File: config.mk
export PLATFORM = sky130hd
export DESIGN_NAME = integer_matrix_multiply_core
export DESIGN_NICKNAME = d
export VERILOG_FILES = /design/src/sv/imm_pkg.sv /design/src/sv/imm_ram.sv /design/src/sv/imm_mac.sv /design/src/sv/integer_matrix_multiply_core.sv
export SDC_FILE = /design/constraint.sdc
export NUM_CORES = 2
export LEC_CHECK = 0
export BUFFER_PORTS_ARGS = -buffer_cell sky130_fd_sc_hd__buf_2
export CAP_MARGIN = 20
export CORE_MARGIN = 2
export CORE_UTILIZATION = 24
export DETAILED_ROUTE_END_ITERATION = 6
export GPL_TIMING_DRIVEN = 1
export PLACE_DENSITY = 0.45
export SLEW_MARGIN = 20
export SYNTH_ARGS = -nofsm -noshare
export SYNTH_HDL_FRONTEND = slang
export SYNTH_SLANG_ARGS = --single-unit
File: constraint.sdc
create_clock -name clk -period 9.5 [get_ports clk]
set_input_delay 0.95 -clock clk [delete_from_list [all_inputs] [get_ports clk]]
set_output_delay 0.95 -clock clk [all_outputs]
set_load 0.02 [all_outputs]
File: src/sv/imm_pkg.sv
// ----------------------------------------------------------------------------
// imm_pkg
// Shared types, constants and helpers for the integer matrix multiply core.
// ----------------------------------------------------------------------------
package imm_pkg;

  // Matrix geometry
  localparam int MAX_DIM = 8;
  localparam int IDX_W   = $clog2(MAX_DIM);
  localparam int DIM_W   = 4;
  localparam int DATA_W  = 32;
  localparam int ADDR_W  = 2 * IDX_W;
  localparam int DEPTH   = MAX_DIM * MAX_DIM;

  // Configuration port
  localparam int PADDR_W = 4;
  localparam int PDATA_W = 32;

  // Input item modes
  typedef enum logic [1:0] {
    MODE_LOAD_X = 2'd0,
    MODE_LOAD_Y = 2'd1,
    MODE_START  = 2'd2,
    MODE_NONE   = 2'd3
  } mode_t;

  // Register indexes (word address)
  typedef enum logic [1:0] {
    REG_ROWS  = 2'd0,
    REG_INNER = 2'd1,
    REG_COLS  = 2'd2,
    REG_NONE  = 2'd3
  } reg_idx_t;

  // Control into the shared MAC
  typedef struct packed {
    logic valid;  // operand pair present this cycle
    logic clear;  // zero the accumulator
  } mac_ctl_t;

  // Highest index for a dimension register: zero acts as one, above MAX_DIM clamps
  function automatic logic [IDX_W-1:0] last_idx(input logic [DIM_W-1:0] dim);
    logic [IDX_W-1:0] res;
    if (dim == '0) begin
      res = '0;
    end else if (dim > DIM_W'(MAX_DIM)) begin
      res = IDX_W'(MAX_DIM - 1);
    end else begin
      res = IDX_W'(dim - DIM_W'(1));
    end
    return res;
  endfunction

endpackage

File: src/sv/imm_ram.sv
// ----------------------------------------------------------------------------
// imm_ram
// Generic single write port, single read port RAM with registered read.
// ----------------------------------------------------------------------------
module imm_ram #(
  parameter int WIDTH = 32,
  parameter int DEPTH = 64
) (
  input  logic                     clk,
  input  logic                     we,
  input  logic [$clog2(DEPTH)-1:0] waddr,
  input  logic [WIDTH-1:0]         wdata,
  input  logic [$clog2(DEPTH)-1:0] raddr,
  output logic [WIDTH-1:0]         rdata
);

  logic [WIDTH-1:0] mem [DEPTH];

  // Write port
  always_ff @(posedge clk) begin
    if (we) begin
      mem[waddr] <= wdata;
    end
  end

  // Registered read port
  always_ff @(posedge clk) begin
    rdata <= mem[raddr];
  end

endmodule

File: src/sv/imm_mac.sv
// ----------------------------------------------------------------------------
// imm_mac
// Shared multiply-accumulate unit: registered product, then wrapping add.
// ----------------------------------------------------------------------------
module imm_mac
  import imm_pkg::*;
(
  input  logic              clk,
  input  logic              rst,
  input  mac_ctl_t          ctl,
  input  logic [DATA_W-1:0] a,
  input  logic [DATA_W-1:0] b,
  output logic [DATA_W-1:0] acc,
  output logic              busy
);

  logic [2*DATA_W-1:0] prod_full;
  logic [DATA_W-1:0]   prod;
  logic                prod_valid;

  assign prod_full = a * b;
  assign busy      = prod_valid;

  // Product stage, low word only since the sum wraps modulo 2^32
  always_ff @(posedge clk) begin
    prod <= prod_full[DATA_W-1:0];
  end

  always_ff @(posedge clk) begin
    if (rst) begin
      prod_valid <= 1'b0;
    end else begin
      prod_valid <= ctl.valid;
    end
  end

  // Accumulate stage
  always_ff @(posedge clk) begin
    if (ctl.clear) begin
      acc <= '0;
    end else if (prod_valid) begin
      acc <= acc + prod;
    end
  end

endmodule

File: src/sv/integer_matrix_multiply_core.sv
// ----------------------------------------------------------------------------
// integer_matrix_multiply_core
// Load items are accepted one per cycle into the X and Y stores while the core
// is idle; a start item runs the multiply, and no new items are taken until done.
// Each result element reads its operand pairs through the shared multiplier
// and RAM read ports, then drains the pipeline and makes one output transfer.
// Synchronous reset clears control and sets every dimension to 8; the stores
// are not cleared and hold undefined data until written.
// ----------------------------------------------------------------------------
module integer_matrix_multiply_core
  import imm_pkg::*;
(
  input  logic                clk,
  input  logic                rst,
  // configuration port
  input  logic                psel,
  input  logic                penable,
  input  logic                pwrite,
  input  logic [PADDR_W-1:0]  paddr,
  input  logic [PDATA_W-1:0]  pwdata,
  output logic [PDATA_W-1:0]  prdata,
  output logic                pready,
  // input items
  input  logic                in_valid,
  output logic                in_ready,
  input  logic [1:0]          mode,
  input  logic [IDX_W-1:0]    row_index,
  input  logic [IDX_W-1:0]    col_index,
  input  logic signed [DATA_W-1:0] element,
  // result items
  output logic                out_valid,
  input  logic                out_ready,
  output logic [IDX_W-1:0]    out_row,
  output logic [IDX_W-1:0]    out_col,
  output logic signed [DATA_W-1:0] out_value,
  output logic                last
);

  typedef enum logic [3:0] {
    S_IDLE  = 4'b0001,
    S_RUN   = 4'b0010,
    S_DRAIN = 4'b0100,
    S_EMIT  = 4'b1000
  } state_t;

  state_t            state;
  state_t            state_next;

  logic [DIM_W-1:0]  rows;
  logic [DIM_W-1:0]  inner_size;
  logic [DIM_W-1:0]  cols;

  logic [IDX_W-1:0]  row_cnt;
  logic [IDX_W-1:0]  col_cnt;
  logic [IDX_W-1:0]  k_cnt;
  logic [IDX_W-1:0]  row_last;
  logic [IDX_W-1:0]  col_last;
  logic [IDX_W-1:0]  k_last;

  logic              rd_valid;
  logic              in_xfer;
  logic              cfg_wr;
  reg_idx_t          cfg_idx;
  mode_t             in_mode;

  logic              x_we;
  logic              y_we;
  logic [ADDR_W-1:0] wr_addr;
  logic [ADDR_W-1:0] x_raddr;
  logic [ADDR_W-1:0] y_raddr;
  logic [DATA_W-1:0] x_rdata;
  logic [DATA_W-1:0] y_rdata;

  mac_ctl_t          mac_ctl;
  logic [DATA_W-1:0] mac_acc;
  logic              mac_busy;
  logic              final_elem;

  // Configuration registers
  assign pready  = 1'b1;
  assign cfg_wr  = psel && penable && pwrite && pready;
  assign cfg_idx = reg_idx_t'(paddr[PADDR_W-1:2]);

  always_ff @(posedge clk) begin
    if (rst) begin
      rows       <= DIM_W'(MAX_DIM);
      inner_size <= DIM_W'(MAX_DIM);
      cols       <= DIM_W'(MAX_DIM);
    end else if (cfg_wr) begin
      unique case (cfg_idx)
        REG_ROWS:  rows       <= pwdata[DIM_W-1:0];
        REG_INNER: inner_size <= pwdata[DIM_W-1:0];
        REG_COLS:  cols       <= pwdata[DIM_W-1:0];
        default:   ;
      endcase
    end
  end

  always_comb begin
    unique case (cfg_idx)
      REG_ROWS:  prdata = {{(PDATA_W-DIM_W){1'b0}}, rows};
      REG_INNER: prdata = {{(PDATA_W-DIM_W){1'b0}}, inner_size};
      REG_COLS:  prdata = {{(PDATA_W-DIM_W){1'b0}}, cols};
      default:   prdata = '0;
    endcase
  end

  assign row_last = last_idx(rows);
  assign k_last   = last_idx(inner_size);
  assign col_last = last_idx(cols);

  // Input transfers and store writes
  assign in_ready = (state == S_IDLE);
  assign in_xfer  = in_valid && in_ready;
  assign in_mode  = mode_t'(mode);
  assign x_we     = in_xfer && (in_mode == MODE_LOAD_X);
  assign y_we     = in_xfer && (in_mode == MODE_LOAD_Y);
  assign wr_addr  = {row_index, col_index};

  // Operand addresses: X[i][k] and Y[k][j]
  assign x_raddr = {row_cnt, k_cnt};
  assign y_raddr = {k_cnt, col_cnt};

  imm_ram #(.WIDTH(DATA_W), .DEPTH(DEPTH)) u_ram_x (
    .clk   (clk),
    .we    (x_we),
    .waddr (wr_addr),
    .wdata (element),
    .raddr (x_raddr),
    .rdata (x_rdata)
  );

  imm_ram #(.WIDTH(DATA_W), .DEPTH(DEPTH)) u_ram_y (
    .clk   (clk),
    .we    (y_we),
    .waddr (wr_addr),
    .wdata (element),
    .raddr (y_raddr),
    .rdata (y_rdata)
  );

  // Read data valid in the cycle after an issue
  always_ff @(posedge clk) begin
    if (rst) begin
      rd_valid <= 1'b0;
    end else begin
      rd_valid <= (state == S_RUN);
    end
  end

  assign mac_ctl.valid = rd_valid;
  assign mac_ctl.clear = (state == S_RUN) && (k_cnt == '0);

  imm_mac u_mac (
    .clk  (clk),
    .rst  (rst),
    .ctl  (mac_ctl),
    .a    (x_rdata),
    .b    (y_rdata),
    .acc  (mac_acc),
    .busy (mac_busy)
  );

  assign final_elem = (row_cnt == row_last) && (col_cnt == col_last);

  // Sequencer
  always_comb begin
    state_next = state;
    unique case (state)
      S_IDLE: begin
        if (in_xfer && (in_mode == MODE_START)) begin
          state_next = S_RUN;
        end
      end
      S_RUN: begin
        if (k_cnt == k_last) begin
          state_next = S_DRAIN;
        end
      end
      S_DRAIN: begin
        if (!rd_valid && !mac_busy) begin
          state_next = S_EMIT;
        end
      end
      S_EMIT: begin
        if (out_ready) begin
          state_next = final_elem ? S_IDLE : S_RUN;
        end
      end
      default: state_next = S_IDLE;
    endcase
  end

  always_ff @(posedge clk) begin
    if (rst) begin
      state <= S_IDLE;
    end else begin
      state <= state_next;
    end
  end

  // Loop counters
  always_ff @(posedge clk) begin
    if (rst) begin
      row_cnt <= '0;
      col_cnt <= '0;
      k_cnt   <= '0;
    end else begin
      unique case (state)
        S_IDLE: begin
          row_cnt <= '0;
          col_cnt <= '0;
          k_cnt   <= '0;
        end
        S_RUN: begin
          if (k_cnt != k_last) begin
            k_cnt <= k_cnt + IDX_W'(1);
          end
        end
        S_EMIT: begin
          if (out_ready) begin
            k_cnt <= '0;
            if (col_cnt == col_last) begin
              col_cnt <= '0;
              row_cnt <= row_cnt + IDX_W'(1);
            end else begin
              col_cnt <= col_cnt + IDX_W'(1);
            end
          end
        end
        default: ;
      endcase
    end
  end

  // Output register
  always_ff @(posedge clk) begin
    if (rst) begin
      out_valid <= 1'b0;
    end else if ((state == S_DRAIN) && !rd_valid && !mac_busy) begin
      out_valid <= 1'b1;
    end else if (out_valid && out_ready) begin
      out_valid <= 1'b0;
    end
  end

  always_ff @(posedge clk) begin
    if ((state == S_DRAIN) && !rd_valid && !mac_busy) begin
      out_row   <= row_cnt;
      out_col   <= col_cnt;
      out_value <= mac_acc;
      last      <= final_elem;
    end
  end

endmodule
==> Word-level counts from Yosys, hierarchy flattened <==
Memory sizes are Yosys's and may differ from the RTL's. A register that Yosys moved wholly into a read port is not among the register bits.
Index checks and enable logic that the tools add are counted.
{ "totals": {"reg_bits": 131, "ramBits": 4096, "inputBits": 83, "out_inout_bits": 74, "elab_cells": 105, "mem_count": 2} }
{ "op_classes": {"addsub": 7, "multipliers": 1, "order_cmp": 3, "n_eq_ne": 18, "muxes": 28, "reduce_logical": 30} }
{ "memory_table": {"columns": ["memory", "depth", "word_bits", "read_ports", "rd_ports_with_merged_regs", "write_ports", "line_no", "rtl"], "rows": [
  ["u_ram_x.mem", 64, 32, 1, 1, 1, "imm_ram.sv:17", "logic [WIDTH-1:0] mem [DEPTH];"],
  ["u_ram_y.mem", 64, 32, 1, 1, 1, "imm_ram.sv:17", null]
]} }
{ "op_table": {"columns": ["operator", "n"], "rows": [
  ["$mux W3", 12],
  ["$add A32 B32 Y32", 1],
  ["$mul A32 B32 Y32", 1],
  ["$mux W4", 4],
  ["$pmux W4 S4", 1],
  ["$gt A4 B4 Y1 const B", 3],
  ["$logic_and A1 B1 Y1", 12],
  ["$logic_not A4 Y1", 3],
  ["$pmux W3 S2", 2],
  ["$pmux W4 S3", 1],
  ["$add A3 B1 Y3 const B", 3],
  ["$eq A3 B3 Y1", 3],
  ["$pmux W3 S3", 1],
  ["$sub A3 B1 Y3 const B", 3],
  ["$reduce_and A2 Y1", 4],
  ["$mux W1", 6],
  ["$ne A2 B1 Y1 const B", 3],
  ["$ne A2 B2 Y1 const B", 3],
  ["$reduce_and A3 Y1", 2],
  ["$eq A2 B1 Y1 const B", 2],
  ["$eq A2 B2 Y1 const B", 2],
  ["$eq A4 B1 Y1 const B", 1],
  ["$eq A4 B2 Y1 const B", 1],
  ["$eq A4 B3 Y1 const B", 1],
  ["other kinds (9)", 12]
]} }

==> Logic depth before layout (Yosys ltp) <==
{ "depth": {"depth_word": 8, "ltp_mapped": 27, "ltp_nobuf": 25} }

==> Cells and area by module <==
Synthesis repeated with hierarchy kept, for this count alone.
{ "unflattened": {"hier_cells": 9044, "hier_area_um2": 179195.6} }
{ "modules_own_cells": {"columns": ["module", "n_inst", "cells_per_inst", "area_each_um2", "seq_area_each_um2"], "rows": [
  ["imm_ram", 2, 3324, 78515.3, 62139.6],
  ["imm_mac", 1, 2104, 18939.4, 1301.2],
  ["integer_matrix_multiply_core", 1, 292, 3225.6, 1711.6]
]} }

==> Worst setup path before layout <==
OpenSTA, ideal clock, no wires.
{ "synth_timing": {"kind": "register to register", "from": "register u_ram_y.rdata[4], read port of u_ram_y.mem", "to": "register u_mac.prod[31]", "setup_ns": 0.072, "t_arrival_ns": 6.870, "required_time_ns": 9.428, "setup_slack_ns": 2.558, "stages_incl_launch_ff": 25, "path_buffers": 2, "period_less_slack_ns": 6.942, "cell_sequence": "dfxtp_1 -> clkbuf_1 -> clkbuf_1 -> and2_1 -> fa_1 -> inv_1 -> fa_1 -> fa_1 -> fa_1 -> inv_1 -> fa_1 -> inv_1 -> fa_1 -> inv_1 -> fa_1 -> fa_1 -> ha_1 -> o21ai_0 -> a21oi_1 -> o41ai_1 -> o31a_1 -> o221ai_1 -> or4_1 -> a41oi_1 -> xnor2_1"} }
{ "synth_between": {"elab_chain_len": 1} }
{ "synth_lines": {"columns": ["item", "line_no", "rtl"], "rows": [
  ["from (decl)", "imm_ram.sv:14", "output logic [WIDTH-1:0] rdata"],
  ["$mul A32 B32 Y32", "imm_mac.sv:21", "assign prod_full = a * b;"],
  ["named net u_mac.prod_full[31]", "imm_mac.sv:17", "logic [2*DATA_W-1:0] prod_full;"],
  ["to (signal assigned)", "imm_mac.sv:26", "prod <= prod_full[DATA_W-1:0];"],
  ["to (decl)", "imm_mac.sv:18", "logic [DATA_W-1:0] prod;"]
]} }
The timed path passes the listed nets, and every way through them passes these cells.
A chain may end at the register's enable or synchronous reset.

==> Worst setup path after layout <==
{ "layout_timing": {"from": "register u_ram_x.rdata[11], read port of u_ram_x.mem", "to": "register u_mac.prod[31]"} }
{ "layout_between": {"elab_chain_len": 1} }
{ "layout_lines": {"columns": ["item", "line_no"], "rows": [
  ["from (decl)", "imm_ram.sv:14"],
  ["$mul A32 B32 Y32", "imm_mac.sv:21"],
  ["named net u_mac.prod_full[31]", "imm_mac.sv:17"]
]} }
The timed path passes the listed nets, and every way through them passes these cells.

==> results.toml <==
[clock_tree]
cts_tree = "done"
worstSkewPairLatency_ns = 1.04
ctsResizeCount = 0
htreeDepth = 5
clk_path_buf_depth = 4
clkTransAtPathRegs_ns = 0.06
cts_hold_buf = 0
cts_inserted_buffers = 456
post_cts_buffers = 0
clock-sinks = 4291
clock-root-buffer = "clkbuf_16"

[layout]
area_growth_pct = 16.1
nets = 9408
fin_area_um2 = 207000
n_fill_cell = 72839
drive_above_1_share_pct = 27.0

[power]
powerDensity_nw_per_um2 = 372
p_sw_mw = 29.5
combPwrFrac_pct = 49.6
internal_power_mw = 47.6
power.clock.fraction_pct = 22.1
ir_worst_vdd_mv = 2.04
power_frac_seq_pct = 28.3
switching_share_pct = 38.2
p_leak_nw = 63.6

[setup_path]
max_stage_delay_ns = 0.59
worst_path_most_repeated_cell = "fa_1"
critical_path_depth = 23
path_cells = "buf_4 -> and2_1 -> fa_1 -> fa_1 -> fa_1 -> inv_1 -> fa_1 -> inv_1 -> fa_1 -> inv_1 -> fa_1 -> inv_1 -> fa_1 -> fa_1 -> ha_1 -> o21ai_0 -> a21oi_1 -> o41ai_1 -> o31a_1 -> o221ai_1 -> or4_1 -> a41oi_1 -> xnor2_1"
worstPathRequired_ns = 10.28
r2r_start = "u_ram_x.rdata[11]"
worst_r2r_endpoint = "u_mac.prod[31]"
r2r_slack_ns = 1.52
startpoint_type = "flip-flop"
path_class = "reg -> reg"
cp_num_buf_inv = 5
cp-end-kind = "flip-flop"
cp_data_arrival_time_ns = 8.77
crit_fanout = 16
reg2reg_depth = 23
cp_top_family = "adder cells"
slowest_stage = "o41ai_1"

[timing]
fin_setup_tns_ns = 0
fin_crit_sh_pct = 84.0
slew_headroom_pct = 25.6
finalHoldViolCount = 0
fin_crit_ns = 7.98
slew_violations = 0
worst_pin_slew_ns = 1.12
max_freq_mhz = 125
finalSetupViolCount = 0
rsz0062_at_grt = "no"
finClkSkew_ns = 0.120

[hold_path]
min_to = "rows[3]"
min-delay-start = "pwdata[3]"
hp-class = "in -> reg"
hold_depth = 3

[detailed_routing]
first_pass_iters = 5
drt-vias-per-instance = 4.46
route.detailed.drc = 0
avgRoutedWirePerCell_um = 27.5
first_iter_violations = 7992
routed_wl_um = 524000
postRouteAntennaNets = 0
vias = 84844

[yosys]
synth.top_cells.by_count = "edfxtp_1, mux4_2, fa_1"
synth_top_area_share_pct = 69.6
synth-edff-count = 4135
synth.largest_area_cell = "edfxtp_1"
ys_ff_latch = 4291
syn_area_per_cell_um2 = 21.3
postSynthCellCount = 8364
synth_area_leaders = "edfxtp_1, mux4_2, fa_1"
synth_ff_type = "edfxtp_1"
async_flop_share_pct = 0
yosys_warnings = 0
ys_types = 66
syn_area_um2 = 178000
yosysSeqAreaShare_pct = 71.3
synth.most_common_cell = "edfxtp_1"

[global_routing]
grt.overflow.total = 0
grt_pass1_vias = 90301
grt_use_total_pct = 13.6
antenna_found_initial = 69
grt_max_degree = 139
grt_pass1_wl_um = 722000

[placed_design]
io_buffers = 97
gp_congestion = 0.748
hpwl_um = 297000
dpl_cell_area_um2 = 193000

[floorplan]
core-area_um2 = 741000
start_util_pct = 24.1
die_w_um = 866
num_rows = 316
dieArea_um2 = 751000
pin_count = 157
die_h_um = 866

[run_status]
status = "completed"

[flow_run]
drv_cap = 0
sequential cells by signal, summed over array words and instances (netlist names), 32 cells and up:
name	flops
u_ram_x.mem	2048
u_ram_y.mem	2048
out_value	32
u_mac.acc	32
u_mac.prod	32
u_ram_x.rdata	32
u_ram_y.rdata	32
cells in the final DEF (no fill, tap or decap), drive strengths merged, types with 62 or more instances in the layout:
master / netlist / layout
edfxtp: 4135 / 4135
mux4: 1330 / 1330
clkbuf: 285 / 556
inv: 408 / 416
fa: 409 / 409
buf: 162 / 353
and2: 302 / 302
nand2: 300 / 300
clkinv: 1 / 242
nor2: 207 / 207
ha: 161 / 161
dfxtp: 156 / 156
xnor2: 86 / 86
o21ai: 62 / 62
through the flow:
stage	hold WS, ns	std cells	util [%]	worst slack, ns	total power [mW]
2_1_floorplan	0.406	8391	-	2.56	52.1
3_3_place_gp	0.447	18154	26.0	1.53	60.6
3_5_place_dp	0.444	18154	26.0	1.50	61.0
4_1_cts	0.0845	18990	27.9	1.46	78.2
5_1_grt	0.146	19002	27.9	1.07	81.8
6_report	0.201	19044	28.0	1.52	77.1
layer usage:
| layer | share of wire (%) | vias to the layer above | track usage [%] |
|---|---|---|---|
| met5 | 0.048 | - | 0 |
| met1 | 43 | 47368 | 18.3 |
| met4 | 2.0 | 36 | 2.82 |
| met3 | 5.7 | 629 | 2.38 |
| li1 | - | 34445 | - |
| met2 | 49 | 2366 | 23.1 |
worst max-delay path by stage:
stage,to,start
2_1_floorplan,u_mac.prod[31],u_ram_y.rdata[4]
3_3_place_gp,u_mac.prod[31],u_ram_y.rdata[2]
3_5_place_dp,u_mac.prod[31],u_ram_x.rdata[11]
4_1_cts,u_mac.prod[31],u_ram_x.rdata[11]
5_1_grt,u_mac.prod[31],u_ram_y.rdata[3]
6_report,u_mac.prod[31],u_ram_x.rdata[11]
cell families (layout without fill, tap and decap cells):
family	Yosys count	count (layout)	synth area share, %
mux	1392	1392	17.1
other cells	2	82	0.00421
fa+ha+maj	573	573	5.73
compound gates	212	212	0.777
buf+inv	856	1598	1.93
simple gates	919	919	2.51
xor+xnor	119	119	0.584
flops	4291	4291	71.3
power by group through the flow:
stage / Clock, mW / Combinational (mW) / Sequential, mW
after floorplan: 0 / 29.9 / 22.2
after global placement: 0 / 38.3 / 22.2
final: 17.1 / 38.2 / 21.8
after detailed placement: 0 / 38.8 / 22.2
after global routing: 18.2 / 41.8 / 21.8
after CTS: 17.5 / 38.9 / 21.8
tightest hold or removal path: cells and delay by family:
kind | cells | cell delay (ns)
buf+inv | 1 | 0.11
mux | 1 | 0.07
simple gates | 1 | 0.06
area by class of cell:
class | instances | area [µm²] | share of cell area (%)
inverter | 409 | 1540 | 0.745
multi-input combinational | 3244 | 48800 | 23.6
sequential | 4291 | 127000 | 61.5
clock inverter | 280 | 2380 | 1.15
tap | 9858 | 12300 | 5.95
antenna | 53 | 133 | 0.0640
clock buffer | 556 | 11900 | 5.74
timing repair buffer | 353 | 2750 | 1.33
Note: power is estimated with default switching activity, not from simulation.
